===== src/hdl/kdaq_pkg.sv =====
// Shared types, constants and the key encoder for the keypad debounce and repeat queue.
// Used by every module of the block; depends on nothing else.
package kdaq_pkg;

   // Ring queue geometry. One slot is always kept free.
   localparam int QUEUE_SLOTS = 6;
   localparam int PTR_W       = (QUEUE_SLOTS > 2) ? $clog2(QUEUE_SLOTS) : 1;

   localparam int CODE_W  = 3;
   localparam int COUNT_W = 3;
   localparam int TICKS_W = 8;
   localparam int LINES_W = 7;
   localparam int KIND_W  = 2;
   localparam int CSR_IDX_W = 2;

   // Request kinds carried in tuser.
   localparam logic [KIND_W-1:0] REQ_TICK  = 2'd0;
   localparam logic [KIND_W-1:0] REQ_POP   = 2'd1;
   localparam logic [KIND_W-1:0] REQ_FLUSH = 2'd2;

   // Configuration register indexes.
   localparam logic [CSR_IDX_W-1:0] CSR_DEBOUNCE = 2'd0;
   localparam logic [CSR_IDX_W-1:0] CSR_DELAY    = 2'd1;
   localparam logic [CSR_IDX_W-1:0] CSR_REPEAT   = 2'd2;

   localparam logic [TICKS_W-1:0] DEBOUNCE_RESET = 8'd3;
   localparam logic [TICKS_W-1:0] DELAY_RESET    = 8'd50;
   localparam logic [TICKS_W-1:0] REPEAT_RESET   = 8'd15;

   localparam logic [CODE_W-1:0] CODE_NONE = 3'd0;
   localparam logic [CODE_W-1:0] CODE_RUN  = 3'd7;

   typedef logic [CODE_W-1:0]  code_type;
   typedef logic [COUNT_W-1:0] count_type;
   typedef logic [PTR_W-1:0]   ptr_type;
   typedef logic [TICKS_W-1:0] ticks_type;

   // Code for each key line, lowest line has the highest priority.
   typedef code_type key_codes_type [LINES_W];
   localparam key_codes_type KEY_CODES = '{3'd5, 3'd6, 3'd7, 3'd4, 3'd3, 3'd2, 3'd1};

   typedef enum logic [3:0] {
      PH_WAIT     = 4'b0001,
      PH_DEBOUNCE = 4'b0010,
      PH_DELAY    = 4'b0100,
      PH_REPEAT   = 4'b1000
   } phase_type;

   typedef struct packed {
      ticks_type debounce_ticks;
      ticks_type initial_delay_ticks;
      ticks_type repeat_ticks;
   } cfg_type;

   typedef struct packed {
      logic     valid;
      code_type code;
   } offer_type;

   typedef struct packed {
      logic pop;
      logic flush;
   } queue_cmd_type;

   typedef struct packed {
      code_type  popped_code;
      count_type queued_count;
      logic      stop_flag;
   } status_type;

   // Priority encoder over the active-low key lines; no line low gives code zero.
   function automatic code_type encode_keys(input logic [LINES_W-1:0] lines);
      code_type code;
      code = CODE_NONE;
      for (int i = LINES_W - 1; i >= 0; i--) begin
         if (!lines[i]) begin
            code = KEY_CODES[i];
         end
      end
      return code;
   endfunction

   function automatic ptr_type next_slot(input ptr_type p);
      return (p == ptr_type'(QUEUE_SLOTS - 1)) ? '0 : p + ptr_type'(1);
   endfunction

endpackage


===== src/hdl/kdaq_keyfsm.sv =====
// Debounce, initial delay and auto-repeat phase machine for the sampled keypad.
// Depends on kdaq_pkg; emits one queue offer per tick that calls for it.
module kdaq_keyfsm
   import kdaq_pkg::*;
(
   input  logic                 clock,
   input  logic                 reset,
   input  logic                 tick_en,
   input  logic [LINES_W-1:0]   key_lines,
   input  cfg_type              cfg,
   output offer_type            offer
);

   phase_type phase_ff, phase_in;
   code_type  held_code_ff, held_code_in;
   ticks_type debounce_count_ff, debounce_count_in;
   ticks_type delay_count_ff, delay_count_in;
   ticks_type repeat_count_ff, repeat_count_in;

   code_type  code;
   ticks_type debounce_inc, delay_inc, repeat_inc;

   assign code         = encode_keys(key_lines);
   assign debounce_inc = debounce_count_ff + ticks_type'(1);
   assign delay_inc    = delay_count_ff + ticks_type'(1);
   assign repeat_inc   = repeat_count_ff + ticks_type'(1);

   always_comb begin
      phase_in          = phase_ff;
      held_code_in      = held_code_ff;
      debounce_count_in = debounce_count_ff;
      delay_count_in    = delay_count_ff;
      repeat_count_in   = repeat_count_ff;
      offer.valid       = 1'b0;
      offer.code        = held_code_ff;
      if (tick_en) begin
         unique case (phase_ff)
            PH_WAIT: begin
               debounce_count_in = '0;
               if (code != CODE_NONE) begin
                  held_code_in = code;
                  phase_in     = PH_DEBOUNCE;
               end
            end
            PH_DEBOUNCE: begin
               if (code != held_code_ff) begin
                  phase_in = PH_WAIT;
               end else begin
                  debounce_count_in = debounce_inc;
                  if (debounce_inc >= cfg.debounce_ticks) begin
                     delay_count_in = '0;
                     phase_in       = PH_DELAY;
                  end
               end
            end
            PH_DELAY: begin
               if (code != held_code_ff) begin
                  // A release during the delay counts as a short press.
                  offer.valid = (code == CODE_NONE);
                  phase_in    = PH_WAIT;
               end else begin
                  delay_count_in = delay_inc;
                  if (delay_inc >= cfg.initial_delay_ticks) begin
                     offer.valid     = 1'b1;
                     repeat_count_in = '0;
                     phase_in        = PH_REPEAT;
                  end
               end
            end
            PH_REPEAT: begin
               if (code != held_code_ff) begin
                  phase_in = PH_WAIT;
               end else begin
                  repeat_count_in = repeat_inc;
                  if (repeat_inc >= cfg.repeat_ticks) begin
                     offer.valid     = 1'b1;
                     repeat_count_in = '0;
                  end
               end
            end
            default: begin
               phase_in = PH_WAIT;
            end
         endcase
      end
   end

   always_ff @(posedge clock) begin
      if (reset) begin
         phase_ff          <= PH_WAIT;
         held_code_ff      <= CODE_NONE;
         debounce_count_ff <= '0;
         delay_count_ff    <= '0;
         repeat_count_ff   <= '0;
      end else begin
         phase_ff          <= phase_in;
         held_code_ff      <= held_code_in;
         debounce_count_ff <= debounce_count_in;
         delay_count_ff    <= delay_count_in;
         repeat_count_ff   <= repeat_count_in;
      end
   end

endmodule


===== src/hdl/kdaq_queue.sv =====
// Ring queue of key codes with one slot kept free, plus the sticky stop flag.
// Depends on kdaq_pkg; reports the status that goes into each result beat.
module kdaq_queue
   import kdaq_pkg::*;
(
   input  logic          clock,
   input  logic          reset,
   input  queue_cmd_type cmd,
   input  offer_type     offer,
   output status_type    status
);

   code_type code_slots [QUEUE_SLOTS];

   ptr_type read_ptr_ff, read_ptr_in;
   ptr_type write_ptr_ff, write_ptr_in;
   logic    stop_seen_ff, stop_seen_in;

   ptr_type          write_next;
   logic             slot_write;
   logic             not_empty;
   logic [PTR_W:0]   diff;
   ptr_type          count;
   code_type         pop_code;

   assign write_next = next_slot(write_ptr_ff);
   assign not_empty  = (read_ptr_ff != write_ptr_ff);
   assign slot_write = offer.valid && (write_next != read_ptr_ff);

   always_comb begin
      read_ptr_in  = read_ptr_ff;
      write_ptr_in = write_ptr_ff;
      stop_seen_in = stop_seen_ff;
      pop_code     = CODE_NONE;
      if (offer.valid) begin
         // The run key stops the program even when its code cannot be stored.
         if (offer.code == CODE_RUN) begin
            stop_seen_in = 1'b1;
         end
         if (slot_write) begin
            write_ptr_in = write_next;
         end
      end
      if (cmd.pop && not_empty) begin
         pop_code    = code_slots[read_ptr_ff];
         read_ptr_in = next_slot(read_ptr_ff);
      end
      if (cmd.flush) begin
         read_ptr_in  = write_ptr_ff;
         stop_seen_in = 1'b0;
      end
   end

   // Fill level after this beat; the difference stays below twice the slot count.
   always_comb begin
      diff = {1'b0, write_ptr_in} - {1'b0, read_ptr_in};
      if (write_ptr_in < read_ptr_in) begin
         diff = diff + (PTR_W + 1)'(QUEUE_SLOTS);
      end
      count = diff[PTR_W-1:0];
   end

   assign status = {pop_code, count_type'(count), stop_seen_in};

   always_ff @(posedge clock) begin
      if (slot_write) begin
         code_slots[write_ptr_ff] <= offer.code;
      end
   end

   always_ff @(posedge clock) begin
      if (reset) begin
         read_ptr_ff  <= '0;
         write_ptr_ff <= '0;
         stop_seen_ff <= 1'b0;
      end else begin
         read_ptr_ff  <= read_ptr_in;
         write_ptr_ff <= write_ptr_in;
         stop_seen_ff <= stop_seen_in;
      end
   end

endmodule


===== src/hdl/key_debounce_autorepeat_queue_unit.sv =====
// Top level of the keypad debouncer with typematic repeat and code queue.
// Depends on kdaq_pkg, kdaq_keyfsm and kdaq_queue.
//
// Each request beat is a tick that samples seven active-low key lines, a pop
// that takes one key code from the queue (zero when it is empty), or a flush
// that empties the queue and clears the stop flag. Every request beat gives
// exactly one response beat with the popped code, the number of codes still
// waiting and the stop flag. A beat is captured in an input register; once the
// output register is free or drains, the phase machine and the queue update
// together in a single pass while the response goes into an output register,
// so the unit takes one beat per cycle when the response side is not stalled.
// The input and output registers decouple the two sides: a new request is taken
// while a finished response still waits. The configuration registers are
// debounce, initial delay and repeat periods in ticks; write them only while no
// request is in flight. Writes to an index beyond the three registers are
// ignored. Counters compare after they increment, so a period of zero acts as
// one.
module key_debounce_autorepeat_queue_unit
   import kdaq_pkg::*;
(
   input  logic                 clock,
   input  logic                 reset,

   input  logic                 req_tvalid,
   output logic                 req_tready,
   input  logic [7:0]           req_tdata,   // [6:0] key_lines, [7] zero
   input  logic [KIND_W-1:0]    req_tuser,   // [1:0] req_type

   output logic                 rsp_tvalid,
   input  logic                 rsp_tready,
   output logic [7:0]           rsp_tdata,   // [2:0] popped_code, [5:3] queued_count,
                                             // [6] stop_flag, [7] zero

   input  logic                 csr_valid,
   output logic                 csr_ready,
   input  logic [CSR_IDX_W-1:0] csr_index,
   input  logic [TICKS_W-1:0]   csr_data
);

   // Configuration registers.
   cfg_type cfg_ff, cfg_in;

   // Input register.
   logic                in_valid_ff;
   logic [KIND_W-1:0]   in_kind_ff;
   logic [LINES_W-1:0]  in_lines_ff;

   // Output register.
   logic       rsp_valid_ff;
   logic [7:0] rsp_data_ff;

   logic          advance;
   logic          tick_en;
   queue_cmd_type cmd;
   offer_type     offer;
   status_type    status;

   assign csr_ready = 1'b1;

   always_comb begin
      cfg_in = cfg_ff;
      if (csr_valid) begin
         unique case (csr_index)
            CSR_DEBOUNCE: cfg_in.debounce_ticks      = csr_data;
            CSR_DELAY:    cfg_in.initial_delay_ticks = csr_data;
            CSR_REPEAT:   cfg_in.repeat_ticks        = csr_data;
            default:      cfg_in = cfg_ff;
         endcase
      end
   end

   // The held beat moves on whenever the output register is free or drains.
   assign advance    = in_valid_ff && (!rsp_valid_ff || rsp_tready);
   assign req_tready = !in_valid_ff || advance;

   always_comb begin
      tick_en   = 1'b0;
      cmd.pop   = 1'b0;
      cmd.flush = 1'b0;
      unique case (in_kind_ff)
         REQ_TICK:  tick_en   = advance;
         REQ_POP:   cmd.pop   = advance;
         REQ_FLUSH: cmd.flush = advance;
         default:   tick_en   = 1'b0;
      endcase
   end

   kdaq_keyfsm u_keyfsm (
      .clock     (clock),
      .reset     (reset),
      .tick_en   (tick_en),
      .key_lines (in_lines_ff),
      .cfg       (cfg_ff),
      .offer     (offer)
   );

   kdaq_queue u_queue (
      .clock  (clock),
      .reset  (reset),
      .cmd    (cmd),
      .offer  (offer),
      .status (status)
   );

   always_ff @(posedge clock) begin
      if (reset) begin
         cfg_ff.debounce_ticks      <= DEBOUNCE_RESET;
         cfg_ff.initial_delay_ticks <= DELAY_RESET;
         cfg_ff.repeat_ticks        <= REPEAT_RESET;
         in_valid_ff                <= 1'b0;
         rsp_valid_ff               <= 1'b0;
      end else begin
         cfg_ff <= cfg_in;
         if (req_tready) begin
            in_valid_ff <= req_tvalid;
         end
         if (advance) begin
            rsp_valid_ff <= 1'b1;
         end else if (rsp_tready) begin
            rsp_valid_ff <= 1'b0;
         end
      end
   end

   always_ff @(posedge clock) begin
      if (req_tready && req_tvalid) begin
         in_kind_ff  <= req_tuser;
         in_lines_ff <= req_tdata[LINES_W-1:0];
      end
      if (advance) begin
         rsp_data_ff <= {1'b0, status.stop_flag, status.queued_count, status.popped_code};
      end
   end

   assign rsp_tvalid = rsp_valid_ff;
   assign rsp_tdata  = rsp_data_ff;

endmodule


===== config.mk =====
export PLATFORM = sky130hd
export DESIGN_NAME = key_debounce_autorepeat_queue_unit
export DESIGN_NICKNAME = d
export VERILOG_FILES = /design/src/hdl/kdaq_pkg.sv /design/src/hdl/kdaq_keyfsm.sv /design/src/hdl/kdaq_queue.sv /design/src/hdl/key_debounce_autorepeat_queue_unit.sv
export SDC_FILE = /design/constraint.sdc
export NUM_CORES = 1
export LEC_CHECK = 0
export BUFFER_PORTS_ARGS = -buffer_cell sky130_fd_sc_hd__buf_2
export CORE_MARGIN = 1.5
export CORE_UTILIZATION = 33
export DETAILED_ROUTE_END_ITERATION = 8
export PLACE_DENSITY = 0.47
export SLEW_MARGIN = 20
export SYNTH_ARGS = -nofsm -noshare
export SYNTH_HDL_FRONTEND = slang
export SYNTH_HIERARCHICAL = 1
export SYNTH_SLANG_ARGS = --single-unit

===== constraint.sdc =====
create_clock -name clock -period 4.4 [get_ports clock]
set_input_delay 0.88 -clock clock [delete_from_list [all_inputs] [get_ports clock]]
set_output_delay 0.88 -clock clock [all_outputs]
set_load 0.005 [all_outputs]

; Word level (Yosys, flattened, before mapping)
; Memory sizes are Yosys's and may differ from the RTL's. A register that Yosys moved wholly into a read port is not among the register bits.
; Cells that the tools add are included.
[word_totals]
reg_bits = 77
word_cells = 124
mem_count = 1
mem_bits_rw = 18
output_inout_bits = 11
[op_classes]
order_cmp = 4
n_mux = 48
n_addsub = 7
n_reduce_logical = 25
eq_ne = 23
[mem_list]
columns = name, depth, word_bits, rd, rd_ports_with_merged_regs, write_ports, line
row1 = u_queue.code_slots, 6, 3, 1, 1, 1, kdaq_queue.sv:13  ; code_type code_slots [QUEUE_SLOTS];
[op_table]
columns = cell, n
row1 = 2-to-1 mux 8 bit, 8
row2 = one-hot mux 8 bit (2 select lines), 3
row3 = 2-to-1 mux 3 bit, 11
row4 = adder 8 x 1 -> 8 bit (second input constant), 3
row5 = greater-or-equal comparator 8 bit, 3
row6 = 2-to-1 mux 4 bit, 6
row7 = 2-to-1 mux 1 bit, 16
row8 = one-hot mux 4 bit (4 select lines), 1
row9 = AND reduction 5 bit, 3
row10 = == test 3 bit (second input constant), 3
row11 = inequality test 3 bit, 3
row12 = inequality test 2 x 1 -> 1 bit (second input constant), 4
row13 = nonzero test 2 bit, 4
row14 = adder 3 x 1 -> 3 bit (second input constant), 2
row15 = inequality test 2 bit (second input constant), 3
row16 = inequality test 3 x 1 -> 1 bit (second input constant), 2
row17 = AND reduction 2 bit, 3
row18 = AND reduction 3 bit, 2
row19 = == test 2 x 1 -> 1 bit (second input constant), 2
row20 = == test 2 bit (second input constant), 2
row21 = == test 4 x 1 -> 1 bit (second input constant), 1
row22 = == test 4 x 2 -> 1 bit (second input constant), 1
row23 = == test 4 x 3 -> 1 bit (second input constant), 1
row24 = == test 4 bit (second input constant), 1
row25 = 11 further kinds, 19

; Logic depth before layout (Yosys ltp)
; Gate-level depths: netlist of run 1.
[depth]
depth_word = 17
depth_mapped = 21
depth_no_buf = 21

; Modules after synthesis
; The synthesis of run 1 kept the hierarchy.
[modules_own_cells]
columns = module, cells_per_inst, seq_area_each_um2, area_each_um2, instances
row1 = kdaq_keyfsm, 303, 620.6, 2434.8, 1
row2 = key_debounce_autorepeat_queue_unit, 128, 1001.0, 1625.3, 1
row3 = kdaq_queue, 125, 680.7, 1452.6, 1

; Worst setup path before layout of run 1
; OpenSTA, ideal clock, no wires.
[synth_path]
path_kind = input to register
start = input port rsp_tready
end = register rsp_data_ff[5] (netlist: rsp_tdata[5]), data pin
stages = 11
t_arrival_ns = 4.292
t_required_ns = 4.138
setup_ns = 0.262
setup_slack_ns = -0.154
cell_sequence = nor2b_1 -> nor4b_1 -> clkbuf_1 -> a21boi_0 -> nand2_1 -> a2111oi_2 -> a21o_1 -> fa_1 -> a2111oi_0 -> a21oi_1 -> xor2_1
[synth_lines]
columns = element, line
row1 = start: declaration, key_debounce_autorepeat_queue_unit.sv:30  ; input logic rsp_tready,
row2 = end signal: assignment, key_debounce_autorepeat_queue_unit.sv:131  ; rsp_data_ff <= {1'b0, status.stop_flag, status.queued_count, status.popped_code};
row3 = end: declaration, key_debounce_autorepeat_queue_unit.sv:50  ; logic [7:0] rsp_data_ff;

==> flow_metrics.env, run 1 <==
export IMPL_outcome="complete, no violations"
export IMPL_grt_total_usage_pct=14.8
export IMPL_seq_area_um2=2320
export IMPL_layout_nets=673
export IMPL_pwr_share_seq_pct=47.5
export IMPL_slew_violations=0
export IMPL_grt_max_degree=48
export IMPL_vias=4282
export IMPL_stdcell_count=842
export IMPL_initial_core_util_pct=33.5
export IMPL_syn_inst=556
export IMPL_area_delta_synth_final_pct=22.9
export IMPL_htreeDepth=3
export IMPL_antenna_found_initial=0
export IMPL_crit_path_max_fanout=5
export IMPL_drive_gt1_share_pct=26.2
export IMPL_tns_ns=0
export IMPL_path_clk_slew_ns=0.07
export IMPL_layout_setup_ws_ns=0.127
export IMPL_die_w_um=132
export IMPL_synth_area_um2=5510
export IMPL_postCtsHoldBufs=0
export IMPL_cts_tree="built"
export IMPL_cts_buffers_inserted=9
export IMPL_cts_root_buf="clkbuf_16"
export IMPL_synth_cell_type_count=73
export IMPL_yosys_area_top_type="dfxtp_1"
export IMPL_fin_crit_sh_pct=97.1
export IMPL_yosysTopAreaCellShare_pct=23.2
export IMPL_clockBufferDepth=2
export IMPL_yosys_top_cells_area="dfxtp_1, edfxtp_1, ha_1, mux2i_1, nand2b_1"
export IMPL_critPathCaptureType="flip-flop"
export IMPL_wl_per_cell_um=15.3
export IMPL_crit_required_ns=4.50
export IMPL_drt_iter0_drc=231
export IMPL_multi_input_area_um2=3170
export IMPL_grt_pass1_vias=4130
export IMPL_slowest_delay_ns=0.57
export IMPL_cp_num_buf_inv=2
export IMPL_skew_ns=0.00720
export IMPL_p_total_mw=2.04
export IMPL_power_switching_mw=0.447
export IMPL_cellPowerDensity_nw_per_um2=301
export IMPL_yosysWarnings=6
export IMPL_startpoint_type="flip-flop"
export IMPL_crit_family="adder cells"
export IMPL_gp_congestion=0.796
export IMPL_num_antenna_cells=0
export IMPL_switching_share_pct=22.0
export IMPL_synth_fp_nets=612
export IMPL_placedCellCount=820
export IMPL_slew_headroom_pct=42.2
export IMPL_static_leakage_power_nw=2.67
export IMPL_crit_chain="ha_4 > nand3_4 > nor2_4 > xor2_2 > ha_4 > o21a_1 > o21ai_1 > nor2b_2 > o32ai_2 > nand2_1 > a21boi_4 > nand2b_4 > o21ai_2 > a211oi_2 > ha_2 > inv_2 > fa_2 > buf_6 > nor2_4 > nor2_2 > a21oi_2 > xor2_1"
export IMPL_avgSynthCellArea_um2=9.92
export IMPL_rows=47
export IMPL_async_flop_share_pct=0
export IMPL_portBuffers=32
export IMPL_drcViolationCount=0
export IMPL_num_fill_cells=1622
export IMPL_dp_hpwl_mm=9.35
export IMPL_clock_sinks=98
export IMPL_intPower_mw=1.59
export IMPL_fmax_ghz=0.234
export IMPL_num_io_pins=36
export IMPL_hold_violations=0
export IMPL_fin_crit_ns=4.27
export IMPL_clock_power_share_pct=46.1
export IMPL_cp_arrival_ns=4.38
export IMPL_grt_overflow=0
export IMPL_synth_flop_cell="dfxtp_1"
export IMPL_crit_type="flip-flop to flip-flop"
export IMPL_hold_path_class="flip-flop to flip-flop"
export IMPL_clk_latency_ns=0.35
export IMPL_grt_pass1_wl_mm=20.7
export IMPL_die_y_um=132
export IMPL_core_area_um2=16500
export IMPL_first_pass_iters=6
export IMPL_synth_edf_count=34
export IMPL_die_area_um2=17500
export IMPL_drv_cap=0
export IMPL_pre_cts_slack_ns=-0.208
export IMPL_synth_seq_cells=98
export IMPL_setup_viol=0
export IMPL_rsz0062_at_grt="yes"
export IMPL_worst_pin_slew_ns=0.854
export IMPL_power_frac_comb_pct=6.4
export IMPL_drt_total_wl_mm=12.9
export IMPL_viasPerCell=5.09
export IMPL_cp_slowest_cell="fa_2"
export IMPL_ir_worst_vdd_mv=0.173
export IMPL_ys_seq_area_share_pct=41.8
export IMPL_ant_nets=0
-- worst paths after layout --
path         slack, ns                  startpoint  depth (start not counted)            to
max               0.13  u_keyfsm/delay_count_ff[0]                         22  rsp_tdata[5]
min               0.47                  cfg_ff[19]                          2    cfg_ff[19]
max reg2reg       0.13  u_keyfsm/delay_count_ff[0]                         22  rsp_tdata[5]
min reg2reg       0.47                  cfg_ff[19]                          2    cfg_ff[19]
-- cell families (layout without fill, tap and decap cells) --
group	count (synthesis)	after routing	synth area share [%]
other cells	2	2	0.136
simple gates	194	194	19.5
fa+ha+maj	31	31	7.17
mux	34	34	7.06
xor+xnor	20	20	3.31
buf+inv	64	130	5.61
flops	98	98	41.8
compound gates	113	113	15.4
-- cell usage in the layout, fill, tap and decap left out, drive strengths merged, types with 8 or more instances in the layout --
master	instances
mux2i	31
nand4	9
nand3	17
xnor2	10
nor2b	8
dfxtp	64
a21oi	25
inv	37
nand2b	33
nor2	41
edfxtp	34
ha	30
a2111oi	13
o21ai	14
nand2	38
xor2	10
clkbuf	11
buf	79
a21o	9
-- timing repair --
item / 4_1_cts / 5_1_grt
pin swaps: 12 / 21
endpoints found under the setup margin: 1 / 2
setup buffers: 2 / 4
gates resized for setup: 12 / 55
-- layer usage --
layer | GRT usage (%) | share of wire [%] | vias to the layer above | wire length, um
met1 | 19.7 | 49 | 2077 | 6250
met5 | 0 | 0 | - | 0
li1 | - | - | 2142 | -
met2 | 24.0 | 48 | 50 | 6130
met3 | 3.23 | 2.5 | 13 | 321
met4 | 4.70 | 1.4 | 0 | 176
-- sequential cells by signal, summed over array words and instances, names as in the netlist --
signal and flops:
u_queue/code_slots 18, rsp_tdata 7, u_queue/read_ptr_ff 3, u_keyfsm/held_code_ff 3, u_keyfsm/phase_ff 4, rsp_tvalid 1
cfg_ff 24, in_kind_ff 2, u_queue/stop_seen_ff 1, in_valid_ff 1, u_queue/write_ptr_ff 3, u_keyfsm/delay_count_ff 8
in_lines_ff 7, u_keyfsm/debounce_count_ff 8, u_keyfsm/repeat_count_ff 8
-- area by class of cell --
class,instances,area share (%)
multi-input cells,394,46.9
flip-flops and latches,98,34.3
repair buffers,79,7.63
well taps,220,4.06
clock buffers,11,3.58
inverters,35,1.94
clock inverters,5,1.63
-- cell usage after synthesis, drive strengths merged (7+ instances only) --
master	n
nor2	41
nand4	9
a21o	9
inv	35
nand2	38
xor2	10
dfxtp	64
nand3	17
nand2b	33
mux2i	31
o21ai	14
nor2b	8
edfxtp	34
a21oi	25
clkbuf	9
a22o	7
xnor2	10
buf	20
a211oi	7
ha	30
a2111oi	13
-- per-stage QoR --
step	util [%]	hold slack (ns)	instance area, um^2
2_1_floorplan	-	0.447	5520
3_3_place_gp	37.0	0.464	6080
3_5_place_dp	37.0	0.462	6080
4_1_cts	39.4	0.476	6490
5_1_grt	41.1	0.502	6770
6_report	41.1	0.472	6770
-- power groups by stage --
stage | clock network (mW) | logic (mW) | registers, mW
finish | 0.938 | 0.131 | 0.967
global route | 0.996 | 0.145 | 0.969
CTS | 0.961 | 0.125 | 0.970
detailed placement | 0 | 0.123 | 0.991
global placement | 0 | 0.121 | 0.990
floorplan | 0 | 0.0852 | 0.985
-- worst reg2reg max path: cells and delay by family (launching register included) --
kind	cells	cell delay [ns]
DFF	1	0.36
and+or+nand+nor	7	0.79
xor gates and xnor gates	2	0.36
adders and majority gates	4	1.26
AOI/OAI and AO/OA	7	1.10
buffers and inverters	2	0.16
Power figures use the tool's default switching activity.
==> inputs of run 2 (changes only) <==
CORE_MARGIN = 2   (was 1.5)
CTS_BUF_LIST = sky130_fd_sc_hd__clkbuf_2   (was default)
SYNTH_HIERARCHICAL = default   (was 1)
==> run 2 against run 1 <==
Against the previous run: via count decreased by 2.4%; wire length down 5.5%; first-iteration DRC count fell by 14%; register-to-register slack better by 0.15 ns; fmax grew 3.5%; global-route usage down 0.26 points; non-clock buffer count is 30 lower; final area is 11% lower; critical path type unchanged; largest cell class unchanged; largest power group unchanged; highest routed layer unchanged.
==> flow_metrics.env, run 2 <==
export IMPL_synth_fp_nets=629
export IMPL_hold_violations=0
export IMPL_yosysTopAreaCellShare_pct=23.7
export IMPL_gp_congestion=0.760
export IMPL_worst_pin_slew_ns=0.957
export IMPL_grt_max_degree=32
export IMPL_pre_cts_slack_ns=0.0807
export IMPL_htreeDepth=3
export IMPL_core_area_um2=15900
export IMPL_startpoint_type="flip-flop"
export IMPL_clockBufferDepth=2
export IMPL_fin_crit_ns=4.13
export IMPL_cts_tree="built"
export IMPL_grt_total_usage_pct=14.6
export IMPL_yosys_top_cells_count="dfxtp_1, nor2_1, nand2_1"
export IMPL_skew_ns=0.0307
export IMPL_crit_type="flip-flop to flip-flop"
export IMPL_grt_pass1_vias=4089
export IMPL_die_w_um=132
export IMPL_layout_setup_ws_ns=0.273
export IMPL_die_area_um2=17400
export IMPL_wl_per_cell_um=14.7
export IMPL_slew_violations=0
export IMPL_avgSynthCellArea_um2=9.44
export IMPL_top_regs="cfg_ff: 24 flops, u_queue.code_slots: 18 flops"
export IMPL_clock_power_share_pct=30.3
export IMPL_critPathCaptureType="flip-flop"
export IMPL_synth_area_um2=5410
export IMPL_synth_seq_cells=98
export IMPL_ant_nets=0
export IMPL_cp_arrival_ns=4.53
export IMPL_drt_total_wl_mm=12.2
export IMPL_ir_worst_vdd_mv=0.118
export IMPL_slew_headroom_pct=35.6
export IMPL_num_io_pins=36
export IMPL_outcome="complete, no violations"
export IMPL_yosysMostFrequentCell="dfxtp_1"
export IMPL_ys_seq_area_share_pct=42.6
export IMPL_synth_cell_type_count=76
export IMPL_synth_edf_count=34
export IMPL_portBuffers=32
export IMPL_yosys_area_top_type="dfxtp_1"
export IMPL_antenna_found_initial=1
export IMPL_placedCellCount=809
export IMPL_final_cell_mix="dfxtp_1, nor2_1, nand2_1"
export IMPL_largest_register_ffs=24
export IMPL_static_leakage_power_nw=2.41
export IMPL_cts_root_buf="clkbuf_2"
export IMPL_regMostFlops="cfg_ff"
export IMPL_viasPerCell=5.04
export IMPL_vias=4181
export IMPL_layout_nets=663
export IMPL_crit_required_ns=4.80
export IMPL_syn_inst=573
export IMPL_async_flop_share_pct=0
export IMPL_fin_crit_sh_pct=93.8
export IMPL_path_clk_slew_ns=0.28
export IMPL_cts_buffers_inserted=9
export IMPL_switching_share_pct=26.9
export IMPL_drv_cap=0
export IMPL_synth_flop_cell="dfxtp_1"
export IMPL_clk_latency_ns=0.61
export IMPL_area_delta_synth_final_pct=11.2
export IMPL_layout_commonest_cell="dfxtp_1"
export IMPL_yosysWarnings=0
export IMPL_drcViolationCount=0
export IMPL_power_switching_mw=0.418
export IMPL_setup_viol=0
export IMPL_intPower_mw=1.14
export IMPL_drt_iter0_drc=199
export IMPL_yosys_top_cells_area="dfxtp_1, edfxtp_1, ha_1, nor2_1, nand2_1"
export IMPL_rows=46
export IMPL_grt_overflow=0
export IMPL_die_y_um=132
export IMPL_initial_core_util_pct=33.9
export IMPL_tns_ns=0
export IMPL_cellPowerDensity_nw_per_um2=259
export IMPL_drive_gt1_share_pct=16.7
export IMPL_grt_pass1_wl_mm=20.5
export IMPL_pwr_share_seq_pct=62.4
export IMPL_postCtsHoldBufs=0
export IMPL_crit_path_max_fanout=4
export IMPL_dp_hpwl_mm=8.89
export IMPL_clock_sinks=98
export IMPL_fmax_ghz=0.242
export IMPL_whs_ns=0.436
export IMPL_hold_path_class="primary input to flip-flop"
export IMPL_stdcell_count=829
export IMPL_power_frac_comb_pct=7.2
export IMPL_first_pass_iters=4
export IMPL_fin_util_pct=37.7
-- run 2: cell count changes in the layout (fill, tap and decap cells not counted), moves of 9 or more --
| cell | before | now |
|---|---|---|
| nor2_1 | 35 | 54 |
| nand2_1 | 38 | 50 |
| nand3_1 | 12 | 21 |
| nand2b_1 | 31 | 5 |
| clkbuf_2 | 0 | 9 |
| o21ai_0 | 11 | 22 |
| clkbuf_16 | 9 | 0 |
| a21oi_1 | 22 | 32 |
| buf_4 | 46 | 17 |
| mux2i_1 | 31 | 16 |
-- run 2: through the flow --
stage	power (mW)	cell area [um^2]
after floorplan	1.06	5410
after detailed placement	1.10	5810
after global routing	1.64	6010
final	1.56	6010
after global placement	1.10	5810
after CTS	1.59	5930
-- run 2: final timing paths --
path | from | endpoint | slack [ns] | cells past startpoint
setup / recovery | u_keyfsm.repeat_count_ff[0] | rsp_tdata[5] | 0.27 | 17
hold / removal | req_tdata[6] | in_lines_ff[6] | 0.44 | 1
setup reg to reg | u_keyfsm.repeat_count_ff[0] | rsp_tdata[5] | 0.27 | 17
hold reg to reg | cfg_ff[5] | cfg_ff[5] | 0.48 | 2
-- run 2: cells by family after synthesis --
group,synth area share (%)
XOR/XNOR,4.35
multiplexers,5.04
other,0.139
flip-flops,42.6
AO/OA/AOI/OAI,14.2
adder cells (fa/ha/maj),7.31
buffers and inverters,4.91
AND/OR/NAND/NOR,21.5
-- run 2: area by class of cell --
cell class              instances  area (um^2)
diodes                          1         2.50
clock buffers                   9         45.0
clock inverters                 7         77.6
fillers                      1661         9930
inverters                      35          131
multi-input cells             414         2880
flip-flops and latches         98         2310
well taps                     216          270
repair buffers                 49          288
-- run 2: power by group through the flow --
stage / combinational (mW) / sequential, mW / clock [mW]
4_1_cts: 0.113 / 0.973 / 0.499
3_3_place_gp: 0.111 / 0.990 / 0
5_1_grt: 0.128 / 0.975 / 0.537
6_report: 0.113 / 0.971 / 0.472
2_1_floorplan: 0.0745 / 0.985 / 0
3_5_place_dp: 0.112 / 0.990 / 0
-- run 2: timing repair --
item / in CTS / in global routing
setup endpoints to repair: 0 / 1
buffers inserted: 0 / 3
resized for setup: 0 / 19
-- run 2: routing by layer --
metal	vias up	global-route usage, %	part of all wire [%]
met3	7	2.96	2.4
met5	-	0	0
met1	1987	19.2	49
met2	51	24.1	48
met4	0	4.23	0.77
li1	2136	-	-
-- run 2: critical path, stage by stage (launching register included) --
cell     delay, ns
dfxtp_4       0.41
ha_1          0.16
and3_4        0.21
nand3_1       0.12
xnor2_2       0.18
ha_1          0.32
o211a_1       0.25
nand4_1       0.12
nand3_1       0.12
a211o_1       0.33
a31o_1        0.23
or2_2         0.30
ha_1          0.23
fa_1          0.48
nor2b_4       0.15
nand3_1       0.07
o21ai_0       0.10
xor2_1        0.17
